**config.mk**
```make
export PLATFORM = sky130hd
export DESIGN_NAME = string_escape_decoder
export DESIGN_NICKNAME = d
export VERILOG_FILES = /design/src/design/sed_pkg.sv /design/src/design/string_escape_decoder.sv /design/src/design/sed_decode.sv /design/src/design/sed_out_fifo.sv
export SDC_FILE = /design/constraint.sdc
export NUM_CORES = 1
export LEC_CHECK = 0
export ABC_AREA = 1
export ABC_CLOCK_PERIOD_IN_PS = 5100
export BUFFER_PORTS_ARGS = -buffer_cell sky130_fd_sc_hd__buf_2
export CAP_MARGIN = 20
export CELL_PAD_IN_SITES_DETAIL_PLACEMENT = 1
export CELL_PAD_IN_SITES_GLOBAL_PLACEMENT = 2
export CORE_ASPECT_RATIO = 1.1
export CORE_MARGIN = 10
export CORE_UTILIZATION = 30
export DETAILED_ROUTE_END_ITERATION = 7
export HOLD_SLACK_MARGIN = 0.06
export PLACE_DENSITY = 0.65
export SYNTH_ARGS = -nofsm -noshare
export SYNTH_HDL_FRONTEND = slang
export SYNTH_SLANG_ARGS = --single-unit
export TNS_END_PERCENT = 100
```
**constraint.sdc**
```tcl
create_clock -name clk -period 5.1 [get_ports clk]
set_input_delay 1.02 -clock clk [delete_from_list [all_inputs] [get_ports clk]]
set_output_delay 1.02 -clock clk [all_outputs]
set_load 0.005 [all_outputs]
```
**src/design/sed_pkg.sv**
```systemverilog
package sed_pkg;

  // most result words one input word can cause
  localparam int NOUT = 3;

  localparam logic [7:0] CH_BSLASH = 8'h5C;
  localparam logic [7:0] CH_SQUOTE = 8'h27;
  localparam logic [7:0] CH_DQUOTE = 8'h22;
  localparam logic [7:0] CH_DOLLAR = 8'h24;
  localparam logic [7:0] CH_N      = 8'h6E;
  localparam logic [7:0] CH_T      = 8'h74;
  localparam logic [7:0] CH_R      = 8'h72;
  localparam logic [7:0] CH_V      = 8'h76;
  localparam logic [7:0] CH_F      = 8'h66;
  localparam logic [7:0] CH_X_LO   = 8'h78;
  localparam logic [7:0] CH_X_UP   = 8'h58;
  localparam logic [7:0] CH_0      = 8'h30;
  localparam logic [7:0] CH_7      = 8'h37;
  localparam logic [7:0] CH_LF     = 8'h0A;
  localparam logic [7:0] CH_TAB    = 8'h09;
  localparam logic [7:0] CH_CR     = 8'h0D;
  localparam logic [7:0] CH_VT     = 8'h0B;
  localparam logic [7:0] CH_FF     = 8'h0C;

  localparam logic [7:0] QUOTE_RESET = CH_DQUOTE;

  typedef enum logic [2:0] {
    PH_NORMAL = 3'd0,
    PH_ESC    = 3'd1,
    PH_HEX0   = 3'd2,
    PH_HEX1   = 3'd3,
    PH_OCT1   = 3'd4,
    PH_OCT2   = 3'd5
  } sed_phase_t;

  typedef struct packed {
    logic [7:0] data;
    logic       run_end;
    logic       string_end;
  } sed_res_t;

  typedef struct packed {
    logic [1:0]          cnt;
    sed_res_t [NOUT-1:0] res;
  } sed_dec_t;

  // {valid, value}
  function automatic logic [4:0] hex_val(logic [7:0] b);
    logic [7:0] t;
    logic [4:0] r;
    r = 5'd0;
    t = 8'd0;
    if (b >= 8'h30 && b <= 8'h39) begin
      t = b - 8'h30;
      r = {1'b1, t[3:0]};
    end else if (b >= 8'h61 && b <= 8'h66) begin
      t = b - 8'h57;
      r = {1'b1, t[3:0]};
    end else if (b >= 8'h41 && b <= 8'h46) begin
      t = b - 8'h37;
      r = {1'b1, t[3:0]};
    end
    return r;
  endfunction

  function automatic logic is_oct(logic [7:0] b);
    return (b >= CH_0) && (b <= CH_7);
  endfunction

endpackage

```
**src/design/string_escape_decoder.sv**
```systemverilog
// channel | dir | handshake              | payload
// in      | in  | in_tvalid/in_tready    | in_tdata[7:0] raw byte, in_tlast end of string
// out     | out | out_tvalid/out_tready  | out_tdata[7:0] byte, out_tuser run end,
//         |     |                        | out_tlast end of string
// cfg     | in  | cfg_valid/cfg_ready    | cfg_data[7:0] quote character
//
// one input word per cycle while the queue has room; the decode sits between the input register and
// a result queue of FIFO_DEPTH words, so a result passes the input register, then the queue, before it is valid
// the queue drains one result per cycle while out_tready is high; a word causing up to three results
// needs three free slots before it leaves the input register
// rst_n is synchronous, active low; quote character resets to double quote
// a stall on the output fills the queue, then in_tready drops
module string_escape_decoder import sed_pkg::*; #(
  parameter int FIFO_DEPTH = 8  // power of two, at least 4
) (
  input  logic       clk,
  input  logic       rst_n,
  input  logic       in_tvalid,
  output logic       in_tready,
  input  logic [7:0] in_tdata,   // [7:0] in_byte
  input  logic       in_tlast,
  output logic       out_tvalid,
  input  logic       out_tready,
  output logic [7:0] out_tdata,  // [7:0] out_byte
  output logic       out_tuser,  // [0] run_end
  output logic       out_tlast,
  input  logic       cfg_valid,
  output logic       cfg_ready,
  input  logic [7:0] cfg_data    // [7:0] quote_char
);

  logic       s1_valid_r;
  logic [7:0] s1_data_r;
  logic       s1_last_r;
  logic [7:0] quote_r;
  logic       room;
  logic       dec_fire;
  logic [1:0] wr_cnt;
  sed_dec_t   dec;
  sed_res_t   rd_res;

  assign cfg_ready = 1'b1;
  assign dec_fire  = s1_valid_r && room;
  assign in_tready = !s1_valid_r || dec_fire;
  assign wr_cnt    = dec_fire ? dec.cnt : 2'd0;

  always_ff @(posedge clk) begin
    if (!rst_n) begin
      s1_valid_r <= 1'b0;
      quote_r    <= QUOTE_RESET;
    end else begin
      if (in_tready) s1_valid_r <= in_tvalid;
      if (cfg_valid) quote_r <= cfg_data;
    end
  end

  always_ff @(posedge clk) begin
    if (in_tready && in_tvalid) begin
      s1_data_r <= in_tdata;
      s1_last_r <= in_tlast;
    end
  end

  sed_decode u_decode (
    .clk     (clk),
    .rst_n   (rst_n),
    .fire    (dec_fire),
    .in_data (s1_data_r),
    .in_last (s1_last_r),
    .quote   (quote_r),
    .dec     (dec)
  );

  sed_out_fifo #(
    .DEPTH (FIFO_DEPTH)
  ) u_out_fifo (
    .clk      (clk),
    .rst_n    (rst_n),
    .wr_cnt   (wr_cnt),
    .wr_res   (dec.res),
    .room     (room),
    .rd_valid (out_tvalid),
    .rd_ready (out_tready),
    .rd_res   (rd_res)
  );

  assign out_tdata = rd_res.data;
  assign out_tuser = rd_res.run_end;
  assign out_tlast = rd_res.string_end;

endmodule

```
**src/design/sed_decode.sv**
```systemverilog
module sed_decode import sed_pkg::*; (
  input  logic       clk,
  input  logic       rst_n,
  input  logic       fire,
  input  logic [7:0] in_data,
  input  logic       in_last,
  input  logic [7:0] quote,
  output sed_dec_t   dec
);

  sed_phase_t phase_r, phase_nxt, ph_mid;
  logic [5:0] dv_r, dv_nxt, dv_mid;
  logic       xu_r, xu_nxt, xu_mid;
  logic       plain;
  logic       single;
  logic [4:0] hv;
  logic       oct;
  logic [2:0] od;
  logic [7:0] ob [4];
  logic [1:0] n;

  assign single = (quote == CH_SQUOTE);
  assign hv     = hex_val(in_data);
  assign oct    = is_oct(in_data);
  assign od     = in_data[2:0];

  // next state
  always_comb begin
    ph_mid = phase_r;
    dv_mid = dv_r;
    xu_mid = xu_r;
    plain  = 1'b0;
    case (phase_r)
      PH_ESC: begin
        ph_mid = PH_NORMAL;
        if (!single && (in_data == CH_X_LO || in_data == CH_X_UP)) begin
          xu_mid = (in_data == CH_X_UP);
          ph_mid = PH_HEX0;
        end else if (!single && oct) begin
          dv_mid = {3'd0, od};
          ph_mid = PH_OCT1;
        end
      end
      PH_HEX0: begin
        if (hv[4]) begin
          dv_mid = {2'd0, hv[3:0]};
          ph_mid = PH_HEX1;
        end else begin
          ph_mid = PH_NORMAL;
          plain  = 1'b1;
        end
      end
      PH_HEX1: begin
        ph_mid = PH_NORMAL;
        plain  = !hv[4];
      end
      PH_OCT1: begin
        if (oct) begin
          dv_mid = {dv_r[2:0], od};
          ph_mid = PH_OCT2;
        end else begin
          ph_mid = PH_NORMAL;
          plain  = 1'b1;
        end
      end
      PH_OCT2: begin
        ph_mid = PH_NORMAL;
        plain  = !oct;
      end
      default: begin
        ph_mid = PH_NORMAL;
        plain  = 1'b1;
      end
    endcase
    if (plain && in_data == CH_BSLASH) ph_mid = PH_ESC;

    if (in_last) begin
      phase_nxt = PH_NORMAL;
      dv_nxt    = 6'd0;
      xu_nxt    = 1'b0;
    end else begin
      phase_nxt = ph_mid;
      dv_nxt    = dv_mid;
      xu_nxt    = xu_mid;
    end
  end

  // emitted words
  always_comb begin
    for (int k = 0; k < 4; k++) ob[k] = 8'd0;
    n = 2'd0;
    case (phase_r)
      PH_ESC: begin
        if (single) begin
          if (in_data == CH_BSLASH || in_data == CH_SQUOTE) begin
            ob[n] = in_data; n = n + 2'd1;
          end else begin
            ob[n] = CH_BSLASH; n = n + 2'd1;
            ob[n] = in_data;   n = n + 2'd1;
          end
        end else begin
          case (in_data)
            CH_N:      begin ob[n] = CH_LF;     n = n + 2'd1; end
            CH_T:      begin ob[n] = CH_TAB;    n = n + 2'd1; end
            CH_R:      begin ob[n] = CH_CR;     n = n + 2'd1; end
            CH_V:      begin ob[n] = CH_VT;     n = n + 2'd1; end
            CH_F:      begin ob[n] = CH_FF;     n = n + 2'd1; end
            CH_BSLASH: begin ob[n] = CH_BSLASH; n = n + 2'd1; end
            CH_DOLLAR: begin ob[n] = CH_DOLLAR; n = n + 2'd1; end
            CH_DQUOTE: begin
              if (quote != CH_DQUOTE) begin
                ob[n] = CH_BSLASH; n = n + 2'd1;
              end
              ob[n] = CH_DQUOTE; n = n + 2'd1;
            end
            CH_X_LO, CH_X_UP: begin
            end
            default: begin
              if (!oct) begin
                ob[n] = CH_BSLASH; n = n + 2'd1;
                ob[n] = in_data;   n = n + 2'd1;
              end
            end
          endcase
        end
      end
      PH_HEX0: begin
        if (!hv[4]) begin
          ob[n] = CH_BSLASH;                  n = n + 2'd1;
          ob[n] = xu_r ? CH_X_UP : CH_X_LO;   n = n + 2'd1;
        end
      end
      PH_HEX1: begin
        if (hv[4]) ob[n] = {dv_r[3:0], hv[3:0]};
        else       ob[n] = {2'd0, dv_r};
        n = n + 2'd1;
      end
      PH_OCT1: begin
        if (!oct) begin
          ob[n] = {2'd0, dv_r}; n = n + 2'd1;
        end
      end
      PH_OCT2: begin
        // three octal digits wrap to eight bits
        if (oct) ob[n] = {dv_r[4:0], od};
        else     ob[n] = {2'd0, dv_r};
        n = n + 2'd1;
      end
      default: begin
      end
    endcase
    if (plain && in_data != CH_BSLASH) begin
      ob[n] = in_data; n = n + 2'd1;
    end
    // flush whatever escape is still open at the end of the string
    if (in_last) begin
      case (ph_mid)
        PH_ESC: begin
          ob[n] = CH_BSLASH; n = n + 2'd1;
        end
        PH_HEX0: begin
          ob[n] = CH_BSLASH;                  n = n + 2'd1;
          ob[n] = xu_mid ? CH_X_UP : CH_X_LO; n = n + 2'd1;
        end
        PH_HEX1, PH_OCT1, PH_OCT2: begin
          ob[n] = {2'd0, dv_mid}; n = n + 2'd1;
        end
        default: begin
        end
      endcase
    end
  end

  always_comb begin
    dec.cnt = n;
    for (int k = 0; k < NOUT; k++) begin
      dec.res[k].data       = ob[k];
      dec.res[k].run_end    = (2'(k + 1) == n);
      dec.res[k].string_end = (2'(k + 1) == n) && in_last;
    end
  end

  always_ff @(posedge clk) begin
    if (!rst_n) begin
      phase_r <= PH_NORMAL;
      dv_r    <= 6'd0;
      xu_r    <= 1'b0;
    end else if (fire) begin
      phase_r <= phase_nxt;
      dv_r    <= dv_nxt;
      xu_r    <= xu_nxt;
    end
  end

`ifndef SYNTHESIS
  a_last_clears: assert property (@(posedge clk) disable iff (!rst_n)
    fire && in_last |=> phase_r == PH_NORMAL && dv_r == 6'd0 && !xu_r)
    else $error("escape state left open after end of string");

  a_last_emits: assert property (@(posedge clk) disable iff (!rst_n)
    fire && in_last |-> dec.cnt != 2'd0)
    else $error("end of string produced no word");

  a_oct1_range: assert property (@(posedge clk) disable iff (!rst_n)
    phase_r == PH_OCT1 |-> dv_r < 6'd8)
    else $error("first octal digit out of range");

  a_hex1_range: assert property (@(posedge clk) disable iff (!rst_n)
    phase_r == PH_HEX1 |-> dv_r < 6'd16)
    else $error("first hex digit out of range");
`endif

endmodule

```
**src/design/sed_out_fifo.sv**
```systemverilog
module sed_out_fifo import sed_pkg::*; #(
  parameter int DEPTH = 8
) (
  input  logic                clk,
  input  logic                rst_n,
  input  logic [1:0]          wr_cnt,
  input  sed_res_t [NOUT-1:0] wr_res,
  output logic                room,
  output logic                rd_valid,
  input  logic                rd_ready,
  output sed_res_t            rd_res
);

  localparam int AW = $clog2(DEPTH);
  localparam int CW = $clog2(DEPTH + 1);

  sed_res_t        mem_r [DEPTH];
  logic [AW-1:0]   wr_ptr_r, rd_ptr_r;
  logic [CW-1:0]   count_r, count_nxt;
  logic            pop;

  assign rd_valid  = (count_r != '0);
  assign rd_res    = mem_r[rd_ptr_r];
  assign pop       = rd_valid && rd_ready;
  // space for a full burst of results
  assign room      = (count_r <= CW'(DEPTH - NOUT));
  assign count_nxt = count_r + CW'(wr_cnt) - CW'(pop);

  always_ff @(posedge clk) begin
    for (int i = 0; i < NOUT; i++) begin
      if (i < int'(wr_cnt)) mem_r[wr_ptr_r + AW'(i)] <= wr_res[i];
    end
  end

  always_ff @(posedge clk) begin
    if (!rst_n) begin
      wr_ptr_r <= '0;
      rd_ptr_r <= '0;
      count_r  <= '0;
    end else begin
      wr_ptr_r <= wr_ptr_r + AW'(wr_cnt);
      rd_ptr_r <= rd_ptr_r + AW'(pop);
      count_r  <= count_nxt;
    end
  end

`ifndef SYNTHESIS
  a_no_overflow: assert property (@(posedge clk) disable iff (!rst_n)
    wr_cnt != 2'd0 |-> room)
    else $error("write into queue without room");

  a_count_bound: assert property (@(posedge clk) disable iff (!rst_n)
    count_r <= CW'(DEPTH))
    else $error("queue count beyond depth");

  a_pop_only: assert property (@(posedge clk) disable iff (!rst_n)
    pop && wr_cnt == 2'd0 |=> count_r == $past(count_r) - CW'(1))
    else $error("queue count wrong after read");
`endif

endmodule
```
== Word-level counts from Yosys, hierarchy flattened ==
Memory sizes are Yosys's and may differ from the RTL's. A register that Yosys moved wholly into a read port is not among the register bits.
Index checks and enable logic that the tools add are counted.

* $add $sub $neg: 13
* $lt $le $gt $ge: 19
* Equality and inequality tests: 27
* Mux-type cells: 79
* Bitwise operators: 10
* Reduce and logical (&&, ||, !) cells: 32

{| class="wikitable"
|+ Operator list
! operator !! number
|-
| $bwmux W32 || 3
|-
| $pmux W32 S3 || 1
|-
| $mux W8 || 11
|-
| $pmux W8 S9 || 1
|-
| $demux W8 S2 || 4
|-
| $eq A8 B7 Y1 const B || 8
|-
| $mux W16 || 4
|-
| $mux W32 || 2
|-
| $mux W6 || 8
|-
| $pmux W8 S5 || 1
|-
| $eq A8 B6 Y1 const B || 4
|-
| $pmux W8 S2 || 2
|-
| $mux W15 || 2
|-
| $and A24 B24 Y24 || 1
|-
| $not A24 Y24 || 1
|-
| $mux W2 || 11
|-
| $logic_and A1 B1 Y1 || 18
|-
| $mux W3 || 6
|-
| $pmux W6 S3 || 1
|-
| $and A16 B16 Y16 || 1
|-
| $ge A8 B7 Y1 const B || 2
|-
| $le A8 B6 Y1 const B || 2
|-
| $le A8 B7 Y1 const B || 2
|-
| $not A16 Y16 || 1
|-
| 41 further kinds || 83
|}

* Bits in registers: 38
* Bits in writable memories: 80
* Input bits: 22
* Output and inout bits: 13
* Memories: 1

{| class="wikitable"
|+ Memories
! memory !! depth !! width !! read ports !! clocked after memory_dff !! write ports !! line !! source
|-
| u_out_fifo.mem_r || 8 || 10 || 1 || 1 || 3 || sed_out_fifo.sv:17 || <nowiki>sed_res_t mem_r [DEPTH];</nowiki>
|}

== Depth between registers and ports, before layout ==
Gate-level depths: netlist of run 1.

* Depth in word-level cells: 21
* Mapped depth: 30
* Depth with buffers taken out: 29

== By module ==
Synthesis of run 1 repeated with hierarchy kept, for this count alone.

* Cell total of the unflattened synthesis: 1390
* Area total of the unflattened synthesis: 9491.6 um^2

{| class="wikitable"
|+ Modules (own cells, without submodules)
! module !! instances !! cells each !! area each (um^2)
|-
| sed_out_fifo || 1 || 844 || 6222.2
|-
| sed_decode || 1 || 489 || 2656.3
|-
| string_escape_decoder || 1 || 57 || 613.1
|}

== Least setup slack after synthesis of run 1 ==
No wires, ideal clock.

* Path type: register to register
* Start: register s1_data_r[0]
* End: register u_out_fifo.count_r[3]
* Setup time: 70 ps
* Data arrival time: 4139 ps
* Setup slack: 891 ps
* Cell stages (with the launch flop): 31
* Path buffers: 1
* Period minus slack after synthesis: 4209 ps
* Cell sequence: edfxtp_1 > inv_1 > ha_1 > inv_1 > nor2_1 > nand3_2 > nand2_2 > nor2_2 > nand2_1 > nand2_2 > nand3b_2 > nand2_1 > nor2_1 > ha_1 > or2_1 > nand2_2 > ha_1 > nand2_1 > nand2_1 > nand2_1 > nand2_4 > nand2_4 > buf_12 > ha_1 > inv_1 > ha_1 > nand2_1 > nor2_1 > a211oi_1 > o21ai_0 > a21oi_1

* Word-level cells in the longest chain between the ends: 16
* Elaborated cells between the ends (all ways): 67

{| class="wikitable"
|+ RTL lines
! what !! line !! source
|-
| start, declared || string_escape_decoder.sv:33 || <nowiki>logic [7:0] s1_data_r;</nowiki>
|-
| start signal, assigned || string_escape_decoder.sv:59 || <nowiki>s1_data_r <= in_tdata;</nowiki>
|-
| $ge A8 B7 Y1 or $le A8 B7 Y1 (tied branches) || sed_pkg.sv:59 || <nowiki>end else if (b >= 8'h41 && b <= 8'h46) begin</nowiki>
|-
| $logic_and A1 B1 Y1 || sed_pkg.sv:59 ||
|-
| $mux W5 || sed_pkg.sv:59 ||
|-
| $mux W5 || sed_pkg.sv:56 || <nowiki>end else if (b >= 8'h61 && b <= 8'h66) begin</nowiki>
|-
| $mux W5 || sed_pkg.sv:53 || <nowiki>if (b >= 8'h30 && b <= 8'h39) begin</nowiki>
|-
| $mux W2, or another cell as far along || sed_decode.sv:128 || <nowiki>if (!hv[4]) begin</nowiki>
|-
| $pmux W2 S4 or $pmux W1 S5 (tied branches) || sed_decode.sv:92, sed_decode.sv:33 ||
|-
| $add A2 B1 Y2, or another cell as far along || sed_decode.sv:153 || <nowiki>ob[n] = in_data; n = n + 2'd1;</nowiki>
|-
| $mux W2 or $mux W3 (tied branches) || sed_decode.sv:152, sed_decode.sv:75 ||
|-
| $add A2 B1 Y2, or another cell as far along || sed_decode.sv:159, sed_decode.sv:162, sed_decode.sv:166 ||
|-
| $add A2 B1 Y2 or $reduce_or A4 Y1 (tied branches) || -- ||
|-
| $pmux W2 S2 || sed_decode.sv:157 || <nowiki>case (ph_mid)</nowiki>
|-
| $mux W2 (*) || sed_decode.sv:156 || <nowiki>if (in_last) begin</nowiki>
|-
| $mux W2 (*) || string_escape_decoder.sv:45 || <nowiki>assign wr_cnt = dec_fire ? dec.cnt : 2'd0;</nowiki>
|-
| $add A4 B2 Y4 (*) || sed_out_fifo.sv:27 || <nowiki>assign count_nxt = count_r + CW'(wr_cnt) - CW'(pop);</nowiki>
|-
| $sub A4 B1 Y4 (*) || sed_out_fifo.sv:27 ||
|-
| end signal, assigned || sed_out_fifo.sv:43 || <nowiki>count_r <= count_nxt;</nowiki>
|-
| end, declared || sed_out_fifo.sv:19 || <nowiki>logic [CW-1:0] count_r, count_nxt;</nowiki>
|}

Mark *: on every way between the ends. The rest lies on a longest branch, timed or not.
A chain may end at the register's enable or synchronous reset.

== Worst setup path in the final report of run 1 ==
Ends and elaborated chain as after synthesis.

==> reports/results.ini, run 1 <==
[clock_network]
clkTransAtPathRegs_ns=0.06
htreeDepth=4
post_cts_buffers=0
clockBufferDepth=2
cts_tree=built
clockRootBuffer=clkbuf_16
post_cts_resize_count=0
insertion_delay_ns=0.43
hold_buffers=0
cts_sinks=118
cts_buffers=17

[timing]
hold_viol=0
finalSetupTns_ns=0
finalSetupViolations=0
fin_crit_ns=4.58
relSlewSlack=0.480
fmax_mhz=218
rsz0062_at_grt=no
final_max_slew_viol_count=0
worst_slew_pin_slew_ns=0.776
timing.final.crit_share=0.898
clock_skew_ns=0.00823

[placed_design]
dp_hpwl_um=27200
numPortBuffers=33
place_area_sq_mm=0.00944
routabilityCongestion=0.838

[critical_path]
crit_buf_inv=3
cp-end-kind=flop
ff2ff_path_depth=29
worstSetupStartpointType=flop
r2r_setup_slack_ns=0.52
slowest_stage=edfxtp_1
critPathMaxFanout=8
path_class=flop to flop
r2r_start=s1_data_r[0]
crit_path_frequent_cell=nand2_1
r2r_end=u_out_fifo.count_r[3]
crit_family=simple AND/OR/NAND/NOR gates
cp.required_ns=5.46
slowest_delay_ns=0.39
cp.arrival_ns=4.94

[layout]
antenna_cells=0
nNetsFinal=1328
final-seq-area_sq_mm=0.00325
final_layout_size_suffix_gt1_frac=0.138
fin_area_sq_mm=0.0100
fillCellCount=3617
syn_to_final_growth_pct=13.9
multi_input_area_sq_mm=0.00483

[detailed_routing]
wirelength_um=35100
vias_per_cell=5.12
antenna_left=0
drt_iter0_markers=500
first_pass_iters=6
vias=8512
route.detailed.drc=0
routedWlPerCell_um=21.1

[logic_synthesis]
ys_top_cells_by_area=edfxtp_1 (30%), nand2_1 (15%), dfxtp_1 (6.6%)
syn_avg_cell_area_sq_um=7.13
synth_top_area_frac=0.303
ys_top_cells_by_count=nand2_1 (354), nor2_1 (148), inv_1 (111)
synth_ff_type=edfxtp_1
syn_area_sq_mm=0.00881
synth_top_cell_by_area=edfxtp_1
yosys_warnings=0
synthesis.nets=1282
yosysMostFrequentCell=nand2_1
synth.yosys.seq_area_share=0.369
synthCells=1236
synth-seq-cells=118
async_flop_share=0
ys_types=54
synth-edff-count=89

[floorplan]
die_w_um=183
start_util=0.306
num_io_pins=35
dieArea_sq_mm=0.0366
rows=65
die_height_um=200
core-area_sq_mm=0.0288

[power_and_ir_drop]
leakagePower_nw=4.48
vdd_ir_drop_max_mv=0.168
power_density_mw_per_mm2=320

[global_routing]
overflow=0
grt_pass1_vias=8917
antenna_found_initial=0
gr-usage-all-layers=0.196
grt_max_degree=42
grt_pass1_wl_um=54400

[flow_run]
maxCapViolations=0

[worst_hold_path]
hold_path_depth=2
holdPathEnd=quote_r[4]
hp-class=flop to flop
hp-start=quote_r[4]

[run_status]
outcome=finished, final reports clean

## flip-flops by register name, summed over array words and instances, names as in the netlist
signal,count
u_out_fifo.count_r,4
u_decode.phase_r,3
u_decode.xu_r,1
u_out_fifo.mem_r,80
s1_valid_r,1
u_out_fifo.wr_ptr_r,3
u_decode.dv_r,6
quote_r,8
u_out_fifo.rd_ptr_r,3
s1_data_r,8
s1_last_r,1
## cell type report
| class | instances | area share |
|---|---|---|
| Clock inverter | 13 | 0.0157 |
| Clock buffer | 19 | 0.0441 |
| Sequential cell | 118 | 0.324 |
| Timing Repair Buffer | 62 | 0.0381 |
| Inverter | 131 | 0.0510 |
| Multi-Input combinational cell | 952 | 0.481 |
| Tap cell | 368 | 0.0459 |
## how the worst max path moves through the flow
| stage | to | cells after the start | slack, ns | startpoint |
|---|---|---|---|---|
| after detailed placement | u_out_fifo.count_r[3] | 29 | 0.54 | s1_data_r[0] |
| after global placement | u_out_fifo.count_r[3] | 29 | 0.62 | s1_data_r[0] |
| after CTS | u_out_fifo.count_r[3] | 29 | 0.50 | s1_data_r[0] |
| after floorplan | u_out_fifo.count_r[3] | 30 | 0.89 | s1_data_r[0] |
| after global routing | u_out_fifo.count_r[3] | 29 | 0.01 | s1_data_r[0] |
| final | u_out_fifo.count_r[3] | 29 | 0.52 | s1_data_r[0] |
## logic make-up after synthesis
family,share of synthesized area
adders and majority gates,0.0358
AOI/OAI and AO/OA,0.147
xor gates and xnor gates,0.00710
and+or+nand+nor,0.357
buffers and inverters,0.0831
other,0.000426
DFF,0.369
## worst register-to-register path, delay by kind of cell, from the launching register on
| kind | cells | cell delay (ns) |
|---|---|---|
| AND/OR/NAND/NOR | 18 | 1.96 |
| buffers and inverters | 3 | 0.41 |
| AO/OA/AOI/OAI | 3 | 0.46 |
| adder cells (fa/ha/maj) | 5 | 1.30 |
| flip-flops | 1 | 0.39 |
## where the power goes
part / internal [W] / switching, W
combinational: 0.000273 / 0.000565
sequential: 0.00110 / 0.0000369
clock: 0.000777 / 0.000460
## placed cells by master (no fill, tap or decap), drive strengths merged
cell / Yosys / layout
nand3: 110 / 110
o211ai: 23 / 23
inv: 129 / 129
dfxtp: 29 / 29
edfxtp: 89 / 89
nand2: 390 / 390
nand3b: 4 / 4
a32oi: 2 / 2
clkbuf: 20 / 19
clkinvlp: 0 / 6
or2: 4 / 4
a21oi: 43 / 43
fa: 2 / 2
buf: 15 / 62
nor3: 12 / 12
bufinv: 0 / 3
o221ai: 3 / 3
a21o: 2 / 2
a31oi: 12 / 12
a211oi: 1 / 1
xnor2: 2 / 2
o22ai: 16 / 16
xor2: 3 / 3
nor2: 165 / 165
clkinv: 2 / 6
ha: 22 / 22
and2: 1 / 1
nand4: 8 / 8
o21ai: 122 / 122
o21a: 1 / 1
conb: 1 / 1
a22oi: 3 / 3
## layer usage
metal  track usage  routed length, um
met1         0.229              15100
met2         0.360              18300
met3        0.0271                922
met4        0.0626                810
met5             0                  0
## stage by stage
stage                     setup WS (ns)   util  hold WS (ns)  cells  power, W
after CTS                         0.501  0.349         0.460   1663   0.00326
after floorplan                   0.891      -         0.430   1236   0.00168
after global routing             0.0134  0.349         0.488   1663   0.00341
final                             0.521  0.349         0.454   1663   0.00321
after global placement            0.622  0.328         0.445   1631   0.00201
after detailed placement          0.539  0.328         0.451   1631   0.00202
(Power assumes the default switching activity.)
==> run 2: changes to the inputs <==
- ABC_CLOCK_PERIOD_IN_PS: 5100 -> 5400
- CTS_CLUSTER_SIZE: default -> 16
- PLACE_DENSITY: 0.65 -> 0.79
- clock period: 5.1 -> 5.4 ns (I/O delays scaled with it)
==> run 2 against run 1 <==
  * Via count up 1.6%
  * Core utilization down 0.31 points
  * Global-route usage up 0.12 points
  * Cell count down 0.48%
  * Sequential share of layout area up 0.29 points
  * Register-to-register slack better by 0.03 ns
  * Non-clock buffer count down 8
  * Sequential power down 4%
  * Hold slack better by 0.0059 ns
  * Count of clock-buffer cells in the layout down 2
  * Critical path type unchanged
  * Critical endpoint is now u_out_fifo.mem_r[7][9]
  * Highest routed layer unchanged
==> reports/results.ini, run 2 (synthesis gave the netlist of run 1 again) <==
[timing]
rsz0062_at_grt=no  ; unchanged
fmax_mhz=206  ; was 218 MHz
final_max_slew_viol_count=0  ; unchanged
setup_ws_ns=0.553  ; was 0.521 ns
fin_crit_ns=4.85  ; was 4.58 ns
timing.final.crit_share=0.898  ; about the same
finalSetupTns_ns=0  ; unchanged
worst_slew_pin_slew_ns=1.00  ; was 0.776 ns
clock_skew_ns=0.0183  ; was 0.00823 ns
hold_viol=0  ; unchanged
finalSetupViolations=0  ; unchanged
relSlewSlack=0.328  ; was 0.480

[floorplan]
num_io_pins=35  ; unchanged
dieArea_sq_mm=0.0366  ; unchanged
core-area_sq_mm=0.0288  ; unchanged
die_height_um=200  ; unchanged
start_util=0.306  ; unchanged
die_w_um=183  ; unchanged
rows=65  ; unchanged

[global_routing]
grt_pass1_vias=8788  ; was 8917
gr-usage-all-layers=0.197  ; was 0.196
grt_max_degree=42  ; unchanged
grt_pass1_wl_um=54400  ; about the same
antenna_found_initial=0  ; unchanged
overflow=0  ; unchanged

[placed_design]
routabilityCongestion=0.909  ; was 0.838
dp_slack_ns=0.604  ; was 0.539 ns
place_area_sq_mm=0.00937  ; was 0.00944 sq mm
dp.cells=1622  ; was 1631
dp_hpwl_um=27000  ; was 27200 um
numPortBuffers=33  ; unchanged

[detailed_routing]
vias=8652  ; was 8512
route.detailed.drc=0  ; unchanged
drt_iter0_markers=599  ; was 500
routedWlPerCell_um=21.7  ; was 21.1 um
wirelength_um=35900  ; was 35100 um
antenna_left=0  ; unchanged
vias_per_cell=5.23  ; was 5.12
first_pass_iters=4  ; was 6

[critical_path]
path_class=flop to flop  ; unchanged
critPathMaxFanout=10  ; was 8
cp.required_ns=5.44  ; was 5.46 ns
worstSetupStartpointType=flop  ; unchanged
cp-end-kind=flop  ; unchanged
cp.arrival_ns=4.89  ; was 4.94 ns

[layout]
layout_commonest_cell=nand2_1  ; unchanged
nNetsFinal=1320  ; was 1328
stdcell_count=1655  ; was 1663
final_util=0.345  ; was 0.349
syn_to_final_growth_pct=12.9  ; was 13.9%
antenna_cells=0  ; unchanged
final_layout_size_suffix_gt1_frac=0.134  ; was 0.138
fin_area_sq_mm=0.00995  ; was 0.0100 sq mm
layout_common_cells=nand2_1 (354), nor2_1 (148), inv_1 (111)  ; unchanged
regMostFlops=u_out_fifo.mem_r  ; unchanged
fillCellCount=3626  ; was 3617
largest_reg_flops=80  ; unchanged
reg_top3=u_out_fifo.mem_r x80, quote_r x8, s1_data_r x8  ; unchanged

[clock_network]
insertion_delay_ns=0.44  ; was 0.43 ns
hold_buffers=0  ; unchanged
clockBufferDepth=2  ; unchanged
post_cts_resize_count=0  ; unchanged
cts_sinks=118  ; unchanged
htreeDepth=4  ; unchanged
post_cts_buffers=0  ; unchanged
cts_tree=built  ; unchanged
cts_buffers=17  ; unchanged
clkTransAtPathRegs_ns=0.07  ; was 0.06 ns
clockRootBuffer=clkbuf_16  ; unchanged

[run_status]
outcome=finished, final reports clean  ; unchanged

[power_and_ir_drop]
power_density_mw_per_mm2=305  ; was 320 mW/mm^2
leakagePower_nw=4.42  ; was 4.48 nW
vdd_ir_drop_max_mv=0.126  ; was 0.168 mV

[flow_run]
maxCapViolations=0  ; unchanged

[worst_hold_path]
hp-class=flop to flop  ; unchanged

==> run 2: cell count changes in the layout (fill, tap and decap cells not counted) <==
cell	previous run	this run
buf_4	29	21
inv_6	0	5
bufinv_16	3	1
clkinv_2	2	0
clkinv_4	1	3
clkinvlp_4	6	4
clkbuf_1	1	0
clkbuf_8	1	0
inv_8	1	2
==> run 2: per-stage QoR <==
stage               total power (W)  hold WS, ns
floorplan                   0.00159        0.430
global placement            0.00190        0.441
detailed placement          0.00192        0.446
CTS                         0.00305        0.463
global route                0.00318        0.493
finish                      0.00303        0.460
==> run 2: power breakdown <==
group,total (W),switching (W),internal (W)
Sequential,0.00108,0.0000435,0.00104
Combinational,0.000818,0.000566,0.000252
Clock,0.00113,0.000491,0.000643
==> run 2: area by class of cell <==
| cell class | count | area [sq um] | share of cell area |
|---|---|---|---|
| Clock buffer | 17 | 425 | 0.0428 |
| Clock inverter | 15 | 145 | 0.0146 |
| Inverter | 131 | 512 | 0.0515 |
| Multi-Input combinational cell | 952 | 4830 | 0.485 |
| Sequential cell | 118 | 3250 | 0.327 |
| Tap cell | 368 | 460 | 0.0463 |
| Timing Repair Buffer | 54 | 323 | 0.0325 |
==> run 2: worst max-delay path: stages (launching register included) <==
cell	delay (ns)
edfxtp_1	0.51
inv_1	0.29
ha_1	0.27
inv_1	0.05
nor2_1	0.12
nand3_2	0.14
nand2_2	0.12
nor2_2	0.04
nand2_1	0.13
nand2_2	0.09
nand3b_2	0.10
nand2_1	0.10
nor2_1	0.21
ha_1	0.27
or2_1	0.25
nand2_2	0.10
ha_1	0.24
nand2_1	0.07
nand2_1	0.05
nand2_1	0.09
nand2_4	0.10
nand2_4	0.08
buf_4	0.35
inv_4	0.12
nand2_4	0.14
nand3_1	0.39
==> run 2: path summary, 6_finish.rpt <==
path / from / to / slack [ns] / cells after the start
setup / recovery: s1_data_r[0] / u_out_fifo.mem_r[7][9] / 0.55 / 25
hold / removal: quote_r[5] / quote_r[5] / 0.46 / 2
setup reg to reg: s1_data_r[0] / u_out_fifo.mem_r[7][9] / 0.55 / 25
hold reg to reg: quote_r[5] / quote_r[5] / 0.46 / 2
==> run 2: layer usage <==
layer  vias to the layer above  share of wire  track usage
met3                        59          0.040       0.0286
met4                         0          0.027       0.0693
met2                       217           0.50        0.348
met1                      4175           0.43        0.240
met5                         -              0            0
li1                       4201              -            -
==> run 3: changes to the inputs <==
- ABC_AREA: 1 -> default
- CTS_CLUSTER_SIZE: 16 -> 25
- PLACE_DENSITY: 0.79 -> 0.71
==> run 3 against run 2 <==
  * Via count shrank 20%
  * Synthesized cell count shrank 33%
  * Die area fell by 1.9%
  * Sequential power about the same
  * Setup slack worse by 0.14 ns
  * Non-clock buffer count increased by 33
  * Maximum frequency fell by 2.7%
  * Critical endpoint is now u_out_fifo.mem_r[1][2]
  * Largest power group unchanged
  * Highest routed layer unchanged
==> reports/results.ini, run 3 <==
[run_status]
outcome=finished, final reports clean  ; unchanged

[timing]
hold_viol=0  ; unchanged
fin_crit_ns=4.98  ; was 4.85 ns
clock_skew_ns=0.0145  ; was 0.0183 ns
fmax_mhz=201  ; was 206 MHz
final_max_slew_viol_count=0  ; unchanged
relSlewSlack=0.346  ; was 0.328
finalSetupTns_ns=0  ; unchanged
finalSetupViolations=0  ; unchanged
timing.final.crit_share=0.923  ; was 0.898
rsz0062_at_grt=no  ; unchanged
worst_slew_pin_slew_ns=0.981  ; was 1.00 ns

[critical_path]
r2r_start=s1_data_r[1]  ; was s1_data_r[0]
startpoint=s1_data_r[1]  ; was s1_data_r[0]
cp.arrival_ns=5.26  ; was 4.89 ns
cp-end-kind=flop  ; unchanged
path_class=flop to flop  ; unchanged
worstPathCellList=inv_1 > ha_1 > or2b_2 > a2111oi_2 > nor4_1 > a21oi_1 > nor2_1 > nor2_1 > ha_1 > nand2b_1 > nand2_1 > ha_1 > nand2_1 > nor2_1 > a221oi_1 > a21oi_1 > mux2i_1 > mux2i_1
slowest_stage=a21oi_1  ; was edfxtp_1
critPathMaxFanout=8  ; was 10
crit_buf_inv=1  ; was 4
slowest_delay_ns=0.65  ; was 0.51 ns
crit_family=simple AND/OR/NAND/NOR gates  ; unchanged
cp.required_ns=5.68  ; was 5.44 ns
worstSetupStartpointType=flop  ; unchanged

[clock_network]
clockRootBuffer=clkbuf_16  ; unchanged
cts_tree=built  ; unchanged
post_cts_buffers=0  ; unchanged
htreeDepth=4  ; unchanged
clockBufferDepth=2  ; unchanged
cts_buffers=17  ; unchanged
insertion_delay_ns=0.43  ; was 0.44 ns
cts_sinks=118  ; unchanged
clkTransAtPathRegs_ns=0.06  ; was 0.07 ns

[placed_design]
routabilityCongestion=0.919  ; was 0.909
dp_hpwl_um=21800  ; was 27000 um
numPortBuffers=33  ; unchanged

[detailed_routing]
vias=6962  ; was 8652
drt_iter0_markers=427  ; was 599
wirelength_um=29400  ; was 35900 um
routedWlPerCell_um=23.4  ; was 21.7 um
antenna_left=0  ; unchanged
route.detailed.drc=0  ; unchanged
vias_per_cell=5.53  ; was 5.23
first_pass_iters=6  ; was 4

[global_routing]
gr-usage-all-layers=0.162  ; was 0.197
overflow=0  ; unchanged
grt_pass1_wl_um=45200  ; was 54400 um
grt_max_degree=30  ; was 42
grt_pass1_vias=7215  ; was 8788
antenna_found_initial=0  ; unchanged

[logic_synthesis]
ys_types=95  ; was 54
syn_avg_cell_area_sq_um=10.4  ; was 7.13 sq um
ys_top_cells_by_count=mux2i_1 (105), edfxtp_1 (89), nand2_1 (55)  ; was nand2_1 (354), nor2_1 (148), inv_1 (111)
synth_ff_type=edfxtp_1  ; unchanged
async_flop_share=0  ; unchanged
syn_area_sq_mm=0.00862  ; was 0.00881 sq mm
synth_top_cell_by_area=edfxtp_1  ; unchanged
synth_top_area_frac=0.310  ; was 0.303
synth-edff-count=89  ; unchanged
ys_top_cells_by_area=edfxtp_1 (31%), mux2i_1 (12%), dfxtp_1 (6.7%)  ; was edfxtp_1 (30%), nand2_1 (15%), dfxtp_1 (6.6%)
synth.yosys.seq_area_share=0.377  ; was 0.369
yosysMostFrequentCell=mux2i_1  ; was nand2_1
synthCells=830  ; was 1236
yosys_warnings=0  ; unchanged
synth-seq-cells=118  ; unchanged
synthesis.nets=876  ; was 1282

[layout]
nNetsFinal=923  ; was 1320
antenna_cells=0  ; unchanged
fillCellCount=3205  ; was 3626
largest_reg_flops=80  ; unchanged
regMostFlops=u_out_fifo.mem_r  ; unchanged
reg_top3=u_out_fifo.mem_r x80, quote_r x8, s1_data_r x8  ; unchanged
layout_commonest_cell=mux2i_1  ; was nand2_1
layout_common_cells=mux2i_1 (105), edfxtp_1 (89), nand2_1 (55)  ; was nand2_1 (354), nor2_1 (148), inv_1 (111)
final_layout_size_suffix_gt1_frac=0.216  ; was 0.134
syn_to_final_growth_pct=15.2  ; was 12.9%

[floorplan]
rows=65  ; unchanged
dieArea_sq_mm=0.0359  ; was 0.0366 sq mm
die_w_um=182  ; was 183 um
num_io_pins=35  ; unchanged
die_height_um=198  ; was 200 um
core-area_sq_mm=0.0285  ; was 0.0288 sq mm
start_util=0.302  ; was 0.306

[flow_run]
maxCapViolations=0  ; unchanged

[power_and_ir_drop]
p_seq_frac=0.374  ; was 0.356
vdd_ir_drop_max_mv=0.151  ; was 0.126 mV
p_sw_frac=0.298  ; was 0.363
clock_power_share=0.393  ; was 0.374
switching_power_w=0.000866  ; was 0.00110 W
power_density_mw_per_mm2=293  ; was 305 mW/mm^2
leakagePower_nw=4.13  ; was 4.42 nW
p_total_w=0.00291  ; was 0.00303 W
power.internal_w=0.00204  ; was 0.00193 W
power_frac_comb=0.233  ; was 0.270

[worst_hold_path]
hp-start=quote_r[1]  ; was quote_r[5]
hp-class=flop to flop  ; unchanged

-- run 3: changes by cell type after synthesis, sizes merged, moves of 23 or more --
cell   delta
inv     -105
nand3   -102
nor2    -113
o21ai    -72
mux2     +23
mux2i   +105
nor2b    +23
nand2   -335
-- run 3: layer usage --
layer,wire length [um],global-route usage,vias up
met5,0,0,-
met4,599,0.0513,0
met3,1130,0.0298,35
met2,14600,0.276,163
met1,13100,0.203,3516
li1,-,-,3248
-- run 3: final timing paths --
kind	to	slack (ns)	cells past startpoint
worst max-delay path	u_out_fifo.mem_r[1][2]	0.42	18
worst min-delay path	quote_r[1]	0.47	2
worst max register to register	u_out_fifo.mem_r[1][2]	0.42	18
worst min register to register	quote_r[1]	0.47	2
-- run 3: kinds of logic after synthesis --
kind of cell,synth area share
fa+ha+maj,0.0377
other cells,0.000435
buf+inv,0.0489
flops,0.377
compound gates,0.152
mux,0.205
simple gates,0.165
xor+xnor,0.0139
-- run 3: metrics by stage --
stage | setup slack (ns) | instances | cell area, sq um | util | hold WS [ns]
floorplan | 0.243 | 830 | 8620 | - | 0.432
global placement | 0.350 | 1226 | 9340 | 0.327 | 0.462
detailed placement | 0.291 | 1226 | 9340 | 0.327 | 0.457
CTS | 0.261 | 1258 | 9910 | 0.347 | 0.472
global route | 0.00108 | 1258 | 9930 | 0.348 | 0.487
finish | 0.417 | 1258 | 9930 | 0.348 | 0.466
-- run 3: cell type report --
cell class	count	area, sq um	share of cell area
timing repair buffer	87	571	0.0574
tap	368	460	0.0464
sequential	118	3250	0.327
clock inverter	14	148	0.0149
clock buffer	18	429	0.0432
inverter	25	98.8	0.00995
multi-input combinational	628	4970	0.501
-- run 3: power by group through the flow --
stage / sequential, W / combinational (W) / clock (W)
after CTS: 0.00109 / 0.000692 / 0.00116
after global routing: 0.00110 / 0.000758 / 0.00120
final: 0.00109 / 0.000677 / 0.00114
after floorplan: 0.00107 / 0.000497 / 0
after detailed placement: 0.00111 / 0.000686 / 0
after global placement: 0.00110 / 0.000671 / 0
-- run 3: worst min-delay path, cell delays in order, from the launching register on --
cell and delay (ns):
dfxtp_1 0.32, mux2i_1 0.06, nand2_1 0.06
-- run 3: repair_timing --
action	4_1_cts	5_1_grt
hold buffers	0	0
endpoints found under the setup margin	0	32
hold endpoints to repair	0	0
gates resized for setup	0	3
